[src/rtl/core/deqs_pkg.sv]
// Package for the double-ended queue with value search.
// Holds sizes, operation and status codes, and the request, result and cell control types.
// Depends on nothing; every module of the block imports it.
`default_nettype none
package deqs_pkg;

  localparam int DEPTH      = 16;
  localparam int DATA_WIDTH = 32;
  localparam int CNT_W      = $clog2(DEPTH + 1);
  localparam int IDX_W      = (DEPTH > 1) ? $clog2(DEPTH) : 1;

  localparam logic [2:0] OP_PUSH_FRONT = 3'd0;
  localparam logic [2:0] OP_PUSH_BACK  = 3'd1;
  localparam logic [2:0] OP_POP_FRONT  = 3'd2;
  localparam logic [2:0] OP_POP_BACK   = 3'd3;
  localparam logic [2:0] OP_CONTAINS   = 3'd4;
  localparam logic [2:0] OP_REMOVE     = 3'd5;

  localparam logic [1:0] ST_OK        = 2'd0;
  localparam logic [1:0] ST_FULL      = 2'd1;
  localparam logic [1:0] ST_EMPTY     = 2'd2;
  localparam logic [1:0] ST_NOT_FOUND = 2'd3;

  typedef struct packed {
    logic [2:0]  operation;
    logic [31:0] value;
  } in_t;

  typedef struct packed {
    logic [1:0]  status;
    logic        found;
    logic [31:0] front_value;
    logic [31:0] back_value;
    logic [4:0]  item_count;
    logic        is_empty;
  } out_t;

  // Control broadcast from the top level to every cell.
  typedef struct packed {
    logic                  go;
    logic [2:0]            operation;
    logic [DATA_WIDTH-1:0] value;
    logic                  full;
    logic                  empty;
  } cell_ctl_t;

endpackage
`default_nettype wire

[src/rtl/core/deqs_cell.sv]
// One storage cell of the queue: holds an entry, compares it to the search value,
// and loads from its left or right neighbor to shift the row. Depends on deqs_pkg.
`default_nettype none
module deqs_cell (
  input  wire logic                           clk,
  input  wire deqs_pkg::cell_ctl_t            ctl,
  input  wire logic                           occupied,
  input  wire logic                           is_tail,
  input  wire logic [deqs_pkg::DATA_WIDTH-1:0] left_data,
  input  wire logic [deqs_pkg::DATA_WIDTH-1:0] right_data,
  input  wire logic                           seen_in,
  output logic [deqs_pkg::DATA_WIDTH-1:0]      data,
  output logic                                seen_out
);
  import deqs_pkg::*;

  logic [DATA_WIDTH-1:0] data_r;
  logic [DATA_WIDTH-1:0] data_nxt;
  logic                  match;

  assign match    = occupied && (data_r == ctl.value);
  // Once a match has been seen at or before this cell, a removal shifts it.
  assign seen_out = seen_in | match;
  assign data     = data_r;

  always_comb begin
    data_nxt = data_r;
    if (ctl.go) begin
      case (ctl.operation)
        OP_PUSH_FRONT: if (!ctl.full) data_nxt = left_data;
        OP_PUSH_BACK:  if (!ctl.full && is_tail) data_nxt = ctl.value;
        OP_POP_FRONT:  if (!ctl.empty) data_nxt = right_data;
        OP_REMOVE:     if (seen_out) data_nxt = right_data;
        default:       data_nxt = data_r;
      endcase
    end
  end

  always_ff @(posedge clk) begin
    data_r <= data_nxt;
  end

endmodule
`default_nettype wire

[src/rtl/core/deque_with_value_search.sv]
// Double-ended queue of DEPTH entries with value search, built as a row of cells.
// The result of an accepted request is registered at the end of the busy cycle and is
// on the ports, with out_valid high, for one cycle. Requests are taken only while busy
// is low; busy is high for the cycle after acceptance, while the row settles and the
// front and back entries are read out. Search is combinational through the cell row;
// removals and shifts are written into the cells when the request is taken.
// Reset (synchronous, active low) empties the queue and clears busy and out_valid.
`default_nettype none
module deque_with_value_search (
  input  wire logic           clk,
  input  wire logic           rst_n,
  input  wire logic           start,
  output logic                busy,
  input  wire deqs_pkg::in_t  in_req,
  output logic                out_valid,
  output deqs_pkg::out_t      out_res
);
  import deqs_pkg::*;

  logic [CNT_W-1:0]      count_r, count_nxt;
  logic                  phase_r;
  logic [1:0]            status_r, status_nxt;
  logic                  found_r, found_nxt;
  logic                  out_valid_r;
  out_t                  out_res_r;

  cell_ctl_t             ctl;
  logic                  accept;
  logic                  full, empty, any_match;
  logic [DATA_WIDTH-1:0] cell_data [DEPTH];
  logic [DEPTH:0]        seen;
  logic [IDX_W-1:0]      back_idx;

  assign accept = start && !phase_r;
  assign busy   = phase_r;
  assign full   = (count_r == CNT_W'(DEPTH));
  assign empty  = (count_r == '0);

  assign ctl.go        = accept;
  assign ctl.operation = in_req.operation;
  assign ctl.value     = in_req.value[DATA_WIDTH-1:0];
  assign ctl.full      = full;
  assign ctl.empty     = empty;

  assign seen[0] = 1'b0;

  genvar gi;
  generate
    for (gi = 0; gi < DEPTH; gi++) begin : g_cell
      logic [DATA_WIDTH-1:0] left_d, right_d;
      if (gi == 0) begin : g_first
        assign left_d = ctl.value;
      end else begin : g_mid
        assign left_d = cell_data[gi-1];
      end
      if (gi == DEPTH - 1) begin : g_last
        assign right_d = cell_data[gi];
      end else begin : g_inner
        assign right_d = cell_data[gi+1];
      end
      deqs_cell u_cell (
        .clk        (clk),
        .ctl        (ctl),
        .occupied   (CNT_W'(gi) < count_r),
        .is_tail    (CNT_W'(gi) == count_r),
        .left_data  (left_d),
        .right_data (right_d),
        .seen_in    (seen[gi]),
        .data       (cell_data[gi]),
        .seen_out   (seen[gi+1])
      );
    end
  endgenerate

  assign any_match = seen[DEPTH];

  always_comb begin
    count_nxt  = count_r;
    status_nxt = ST_OK;
    found_nxt  = 1'b0;
    case (in_req.operation)
      OP_PUSH_FRONT, OP_PUSH_BACK: begin
        if (full) status_nxt = ST_FULL;
        else count_nxt = count_r + CNT_W'(1);
      end
      OP_POP_FRONT, OP_POP_BACK: begin
        if (empty) status_nxt = ST_EMPTY;
        else count_nxt = count_r - CNT_W'(1);
      end
      OP_CONTAINS: begin
        if (any_match) found_nxt = 1'b1;
        else status_nxt = ST_NOT_FOUND;
      end
      OP_REMOVE: begin
        if (any_match) begin
          found_nxt = 1'b1;
          count_nxt = count_r - CNT_W'(1);
        end else begin
          status_nxt = ST_NOT_FOUND;
        end
      end
      default: begin
        count_nxt = count_r;
      end
    endcase
  end

  assign back_idx = IDX_W'(count_r - CNT_W'(1));

  always_ff @(posedge clk) begin
    if (!rst_n) begin
      count_r     <= '0;
      phase_r     <= 1'b0;
      out_valid_r <= 1'b0;
    end else begin
      out_valid_r <= 1'b0;
      if (accept) begin
        count_r  <= count_nxt;
        phase_r  <= 1'b1;
        status_r <= status_nxt;
        found_r  <= found_nxt;
      end else if (phase_r) begin
        phase_r               <= 1'b0;
        out_valid_r           <= 1'b1;
        out_res_r.status      <= status_r;
        out_res_r.found       <= found_r;
        out_res_r.item_count  <= 5'(count_r);
        out_res_r.is_empty    <= empty;
        out_res_r.front_value <= empty ? '0 : 32'(cell_data[0]);
        out_res_r.back_value  <= empty ? '0 : 32'(cell_data[back_idx]);
      end
    end
  end

  assign out_valid = out_valid_r;
  assign out_res   = out_res_r;

endmodule
`default_nettype wire

[config.mk]
export PLATFORM = sky130hd
export DESIGN_NAME = deque_with_value_search
export DESIGN_NICKNAME = d
export VERILOG_FILES = /design/src/rtl/core/deqs_pkg.sv /design/src/rtl/core/deqs_cell.sv /design/src/rtl/core/deque_with_value_search.sv
export SDC_FILE = /design/constraint.sdc
export NUM_CORES = 2
export LEC_CHECK = 0
export ABC_AREA = 1
export BUFFER_PORTS_ARGS = -buffer_cell sky130_fd_sc_hd__buf_2
export CORE_ASPECT_RATIO = 0.6
export CORE_MARGIN = 2
export CORE_UTILIZATION = 39
export CTS_BUF_LIST = sky130_fd_sc_hd__clkbuf_4
export CTS_CLUSTER_DIAMETER = 30
export DETAILED_ROUTE_END_ITERATION = 16
export PLACE_DENSITY = 0.53
export REMOVE_ABC_BUFFERS = 1
export SYNTH_ARGS = -nofsm -noshare
export SYNTH_HDL_FRONTEND = slang
export SYNTH_HIERARCHICAL = 1
export SYNTH_SLANG_ARGS = --single-unit
export TNS_END_PERCENT = 1
[constraint.sdc]
create_clock -name clk -period 8.1 [get_ports clk]
set_input_delay 0.81 -clock clk [delete_from_list [all_inputs] [get_ports clk]]
set_output_delay 0.81 -clock clk [all_outputs]
set_load 0.005 [all_outputs]
### Word level (Yosys, flattened, before mapping)

Cells that the tools add are included.

| storage, ports and cells | value |
|---|---|
| bits of input ports | 38 |
| register bits after elaboration | 595 |
| output and inout port bits | 75 |

| operators by class | value |
|---|---|
| $lt $le $gt $ge | 17 |
| reductions and logical operators | 63 |
| bitwise operators | 18 |
| add/sub/neg operators | 2 |
| muxes and demuxes | 92 |
| equal/unequal tests | 73 |

Operators with widths:

| cell | count |
|---|---|
| $mux 32 | 64 |
| $pmux 32 s4 | 15 |
| $eq 32x32->1 | 16 |
| $bmux 32 s4 | 1 |
| $reduce_and 6->1 | 15 |
| $pmux 32 s2 | 1 |
| $ne 2x1->1 const B | 31 |
| $eq 4x5->1 const A | 8 |
| $lt 4x5->1 const A | 8 |
| $logic_and 1x1->1 | 33 |
| $eq 3x5->1 const A | 4 |
| $lt 3x5->1 const A | 4 |
| $mux 5 | 3 |
| $or 1x1->1 | 15 |
| $pmux 5 s3 | 1 |
| $eq 2x5->1 const A | 2 |
| $lt 1x5->1 const A | 2 |
| $lt 2x5->1 const A | 2 |
| $ne 2x2->1 const B | 5 |
| $reduce_or 2->1 | 4 |
| $eq 3x2->1 const B | 2 |
| $eq 3x3->1 const B | 2 |
| $pmux 2 s3 | 1 |
| $add 5x1->5 const B | 1 |
| other kinds (19) | 25 |

### Logic depth before layout (Yosys ltp)

| depth | value |
|---|---|
| depth in word-level cells | 19 |
| mapped depth | 50 |

### Cells and area by module

The synthesis kept the hierarchy.

Modules (own cells, without submodules):

| module | cells an instance | area each (µm²) | instances |
|---|---|---|---|
| deqs_cell | 302 | 2,254.7 | 16 |
| deque_with_value_search | 1,783 | 9,525.4 | 1 |

### Least setup slack after synthesis

No wires, ideal clock.

| timing path | value |
|---|---|
| kind | input to register |
| start | input in_req[31] (netlist bit) |
| end | register g_cell[15].u_cell.data_r[0], enable pin |
| arrival time | 3.440 ns |
| stages on the path | 41 |
| library setup time | 0.387 ns |
| slack | 4.273 ns |
| path through | inv_1 -> nor2_1 -> nor2_1 -> nand3_1 -> nor2_1 -> nand2_1 -> nor2_1 -> nand2_1 -> nand2_1 -> inv_1 -> nand2_1 -> inv_1 -> nand2_1 -> inv_1 -> nand2_1 -> inv_1 -> nand2_1 -> inv_1 -> (+5 left out) -> inv_1 -> nand2_1 -> inv_1 -> nand2_1 -> inv_1 -> nand2_1 -> inv_1 -> nand2_1 -> inv_1 -> nand2_1 -> inv_1 -> nand2_1 -> inv_1 -> nand2_1 -> inv_1 -> nand3_1 -> nand2_1 -> inv_1 |

RTL lines:

| element | RTL line | source |
|---|---|---|
| start, declared | deque_with_value_search.sv:14 | `input wire deqs_pkg::in_t in_req,` |
| end signal, assigned | deqs_cell.sv:40 | `data_r <= data_nxt;` |
| end, declared | deqs_cell.sv:17 | `logic [DATA_WIDTH-1:0] data_r;` |

### Worst setup path in the final report

| timing path | value |
|---|---|
| start | register count_r[2] |
| end | register g_cell[14].u_cell.data_r[4], enable pin |

| between the ends | value |
|---|---|
| longest elaborated chain between the ends | 18 |

Ends and longest elaborated chain:

| element | RTL line | source |
|---|---|---|
| start, declared | deque_with_value_search.sv:20 | `logic [CNT_W-1:0] count_r, count_nxt;` |
| start signal, assigned | deque_with_value_search.sv:118 | `count_r <= count_nxt;` |
| $lt 1x5->1 | deque_with_value_search.sv:64 | `.occupied (CNT_W'(gi) < count_r),` |
| $logic_and 1x1->1 | deqs_cell.sv:21 | `assign match = occupied && (data_r == ctl.value);` |
| net seen[1] | deque_with_value_search.sv:31 | `logic [DEPTH:0] seen;` |
| $or 1x1->1 | deqs_cell.sv:23 | `assign seen_out = seen_in \| match;` |
| net seen[2] | deque_with_value_search.sv:31 |  |
| $or 1x1->1 | deqs_cell.sv:23 |  |
| net seen[3] | deque_with_value_search.sv:31 |  |
| $or 1x1->1 | deqs_cell.sv:23 |  |
| net seen[4] | deque_with_value_search.sv:31 |  |
| (+1 left out) | -- |  |
| net seen[5] | deque_with_value_search.sv:31 |  |
| (+1 left out) | -- |  |
| net seen[6] | deque_with_value_search.sv:31 |  |
| (+1 left out) | -- |  |
| net seen[7] | deque_with_value_search.sv:31 |  |
| (+1 left out) | -- |  |
| net seen[8] | deque_with_value_search.sv:31 |  |
| (+1 left out) | -- |  |
| net seen[9] | deque_with_value_search.sv:31 |  |
| (+1 left out) | -- |  |
| net seen[10] | deque_with_value_search.sv:31 |  |
| (+1 left out) | -- |  |
| net seen[11] | deque_with_value_search.sv:31 |  |
| (+1 left out) | -- |  |
| net seen[12] | deque_with_value_search.sv:31 |  |
| $or 1x1->1 | deqs_cell.sv:23 |  |
| net seen[13] | deque_with_value_search.sv:31 |  |
| $or 1x1->1 | deqs_cell.sv:23 |  |
| net seen[14] | deque_with_value_search.sv:31 |  |
| $or 1x1->1 | deqs_cell.sv:23 |  |
| $ne 2x1->1 (no source line) | -- |  |
| $reduce_and 6->1 (no source line) | -- |  |
| end signal, assigned | deqs_cell.sv:40 |  |
| end, declared | deqs_cell.sv:17 |  |

The timed path passes the listed nets, and every way through them passes these cells.
A chain may end at the register's enable or synchronous reset.

==> results_tabular.tex <==
\begin{tabular}{lr}
\hline
Metric & Value \\
\hline
\multicolumn{2}{l}{\textbf{STA}} \\
\quad Maximum operating frequency & 200 MHz \\
\quad Hold violation count in the final report & 0 \\
\quad Total setup violations reported at the end of the flow & 0 \\
\quad Worst setup slack after layout & 3.11 ns \\
\quad Unrepaired setup endpoints after global routing & no \\
\quad Final worst path period need & roughly 5 ns \\
\quad Largest clock skew in the final design & 0.0988 ns \\
\quad Normalized max-slew margin & 0.134 \\
\quad Final number of max-transition violations & 0 \\
\quad Worst hold margin & 0.223 ns \\
\quad Slew at the pin closest to its max-slew limit & around 1.3 ns \\
\quad Share of the clock period used by the worst path & 0.616 \\
\quad Sum of negative setup slack & 0 ns \\
\multicolumn{2}{l}{\textbf{Finish}} \\
\quad Layout overhead on the synthesized area & 8.67\% \\
\quad Count of placed standard cells in the final layout, fillers left out & 8326 \\
\quad Total non-filler cell area in the finished layout & 49600 um\^{}2 \\
\quad Number of inserted filler cells in the final layout & 12400 \\
\quad Number of nets in the final layout & 6690 \\
\quad Fraction of layout instances using a drive strength above 1 & 0.0893 \\
\quad Finished Core Util & 0.426 \\
\multicolumn{2}{l}{\textbf{Place}} \\
\quad Placed Instances & 8002 \\
\quad Port Buffers & 112 \\
\quad Post-DP Area & between 40000 and 50000 um\^{}2 \\
\quad Gp weighted congestion & between 0.8 and 0.9 \\
\quad Post-detail-place hpwl & around 130 mm \\
\quad Pre-CTS WS & 2.91 ns \\
\multicolumn{2}{l}{\textbf{Run}} \\
\quad Number of violations of the max-capacitance limit & 0 \\
\multicolumn{2}{l}{\textbf{Floorplan}} \\
\quad \# IOs & 113 \\
\quad Initial standard-cell utilization of the core & 0.392 \\
\quad Floorplan die height & around 270 um \\
\quad Die ar. & 120000 um\^{}2 \\
\quad Die boundary width & 445 um \\
\quad Core Box Area & 116000 um\^{}2 \\
\quad Placement Rows & 97 \\
\multicolumn{2}{l}{\textbf{Route}} \\
\quad Count of routing violations after the opening detailed-route iteration & 6572 \\
\quad Average detailed-routed wire length per instance & 22.1 um \\
\quad Total number of vias & 47300 \\
\quad Final WL & approximately 180 mm \\
\quad Length of the first detailed-routing pass in iterations & 6 \\
\quad Drt drc & 0 \\
\quad Via-per-instance ratio & 5.69 \\
\quad Detail Route Antenna Nets & 0 \\
\multicolumn{2}{l}{\textbf{Global routing}} \\
\quad Maximum number of pins on one net before global-route repair & between 150 and 200 \\
\quad Aggregate global-route resource usage & 0.300 \\
\quad Global-route wire length before repair & 275 mm \\
\quad Antenna violations before repair & 5 \\
\quad Vias in the first global route & roughly 43000 \\
\quad Sum of overflow across all layers after global routing & 0 \\
\multicolumn{2}{l}{\textbf{Pwr}} \\
\quad Post-route total power & 9.19 mW \\
\quad Sequential Power Share & 0.417 \\
\quad Total internal power & 5.85 mW \\
\quad Static leakage & 22.6 nW \\
\quad Net Sw Frac & 0.363 \\
\quad Net Switching & 3.34 mW \\
\quad Clock share of power & 0.345 \\
\quad VDD IR max & between 0.1 and 0.15 mV \\
\quad Cell area power density & $\sim$190 nW/um\^{}2 \\
\quad Logic pwr share & 0.238 \\
\multicolumn{2}{l}{\textbf{Min path}} \\
\quad Hold crit path type & in -> reg \\
\multicolumn{2}{l}{\textbf{Clock network}} \\
\quad Number of buffers created by CTS & around 180 \\
\quad Clock Sinks & 595 \\
\quad Number of instances resized during post-cts repair & 0 \\
\quad Clock transition time at the flip-flop clock pins of the worst setup and hold paths & 0.07 ns \\
\quad Max Buffers Root-to-Sink & 3 \\
\quad Number of H-tree levels & 4 \\
\quad CTS Root Buffer Type & clkbuf\_4 \\
\quad TritonCTS clock tree & yes \\
\quad Worst-Skew Late Latency & $\sim$1.2 ns \\
\multicolumn{2}{l}{\textbf{Worst setup path}} \\
\quad Slowest CP cell & dfxtp\_1 \\
\quad Crit path top cell by count & nand2\_1 \\
\quad Data arrival time of the worst path & $\sim$5.7 ns \\
\quad Slowest stage delay, CP & 0.85 ns \\
\quad Category of the worst setup path capture point & flop \\
\quad Worst Path Class, Setup & reg -> reg \\
\quad Required time of the critical path & 8.85 ns \\
\quad Startpoint Class & flop \\
\quad Biggest fanout along the worst timing path & 32 \\
\multicolumn{2}{l}{\textbf{Yosys}} \\
\quad Synth Flop Type & edfxtp\_1 \\
\quad Ranking of synthesized cells by instance count & nand2\_1 (2154), nand3\_1 (1177), inv\_1 (983) \\
\quad Top cells by area in the synthesized netlist & edfxtp\_1 (39\%), nand2\_1 (18\%), nand3\_1 (13\%), inv\_1 (8.1\%), o211ai\_1 (5.0\%) \\
\quad Most instantiated library cell after synthesis & nand2\_1 \\
\quad Main combinational cell family by area after synthesis & simple AND/OR/NAND/NOR gates \\
\quad Cell taking the most area after synthesis & edfxtp\_1 \\
\quad Fraction of the yosys area taken by sequential cells & 0.390 \\
\quad Cells after synthesis & 6615 \\
\quad Netlist area before placement & approximately 46000 um\^{}2 \\
\quad Post-synthesis share of cell area spent on and, or, nand and nor gates & 0.382 \\
\quad Post-Synth XOR/XNOR Area & 0.0345 \\
\quad Synthesized-area fraction occupied by ao, oa, aoi and oai cells & 0.0687 \\
\quad Portion of synthesized cell area occupied by the leading cell type & 0.387 \\
\quad Netlist cell types & 31 \\
\quad Yosys synthesis warning count & 6 \\
\quad Fraction of registers with async set or reset after synthesis & 0 \\
\quad Number of storage elements in the synthesis netlist & around 600 \\
\quad Post-synthesis mux area share & 0 \\
\quad Post-Synth Adder-Cell Area & 0.00137 \\
\quad Post-Synthesis Mean Instance Area & 6.89 um\^{}2 \\
\quad Count of flip-flops with a built-in enable after synthesis & 588 \\
\multicolumn{2}{l}{\textbf{Outcome}} \\
\quad Status & completed \\
\hline
\end{tabular}
[layout make-up]
cell class                      instances  area, um^2  area share
Antenna cell                            8        20.0    0.000404
Clock buffer                          256        1920      0.0388
Clock inverter                         58         377     0.00760
Inverter                             1018        3830      0.0774
Multi-Input combinational cell       4646       22300       0.451
Sequential cell                       595       17800       0.359
Tap cell                             1534        1920      0.0387
Timing Repair Buffer                  211        1330      0.0269
[cell families after synthesis]
logic type | count (synthesis)
AOI/OAI and AO/OA | 446
xor gates and xnor gates | 179
adders and majority gates | 5
buffers and inverters | 1374
DFF | 595
other | 1
and+or+nand+nor | 4015
[layout by cell type, fill, tap and decap left out, types with 17 or more instances in the layout]
cell	n
buf_2	111
buf_4	96
nor2_1	334
o21ai_0	58
or2_2	19
inv_1	968
inv_2	42
clkinv_1	42
clkbuf_4	256
nand4_1	291
a21oi_1	34
o211ai_1	304
nand2_1	2154
xor2_1	32
xnor2_1	144
edfxtp_1	588
nand3_1	1177
nor2_2	17
[what timing repair did]
action | 4_1_cts | 5_1_grt
endpoints found under the hold margin | 7 | 0
hold buffers | 2 | 0
setup buffers | 0 | 0
[sequential cells by signal, summed over array words and instances (netlist names)]
name,cells
out_res,73
out_valid,1
count_r,5
busy,1
found_r,1
g_cell.u_cell/data,512
status_r,2
[layer usage]
layer | track usage | share of wire | vias up
met5 | 0 | 0 | -
met4 | 0.0667 | 0.016 | 0
met3 | 0.0642 | 0.12 | 228
met2 | 0.385 | 0.37 | 2554
met1 | 0.493 | 0.49 | 22600
li1 | - | - | 22000
[power by group through the flow]
| stage | clock (mW) | combinational (mW) | sequential [mW] |
|---|---|---|---|
| 2_1_floorplan | 0 | 1.28 | 3.84 |
| 3_3_place_gp | 0 | 2.10 | 3.89 |
| 3_5_place_dp | 0 | 2.13 | 3.89 |
| 4_1_cts | 3.24 | 2.14 | 3.83 |
| 5_1_grt | 3.40 | 2.38 | 3.85 |
| 6_report | 3.17 | 2.19 | 3.83 |
[path summary, 6_finish.rpt]
check	start	cells past startpoint	endpoint	slack [ns]
hold / removal	in_req[25]	3	g_cell[5].u_cell/data[25]	0.22
hold reg to reg	status_r[0]	0	out_res[71]	0.49
setup / recovery	count_r[2]	42	g_cell[14].u_cell/data[4]	3.11
setup reg to reg	count_r[2]	42	g_cell[14].u_cell/data[4]	3.11
[worst max-delay path: cells and delay by family (launching register included)]
family	cells	cell delay [ns]
simple gates	24	2.00
buf+inv	18	1.66
flops	1	0.85
No activity file was read; power rests on OpenSTA's default activity.
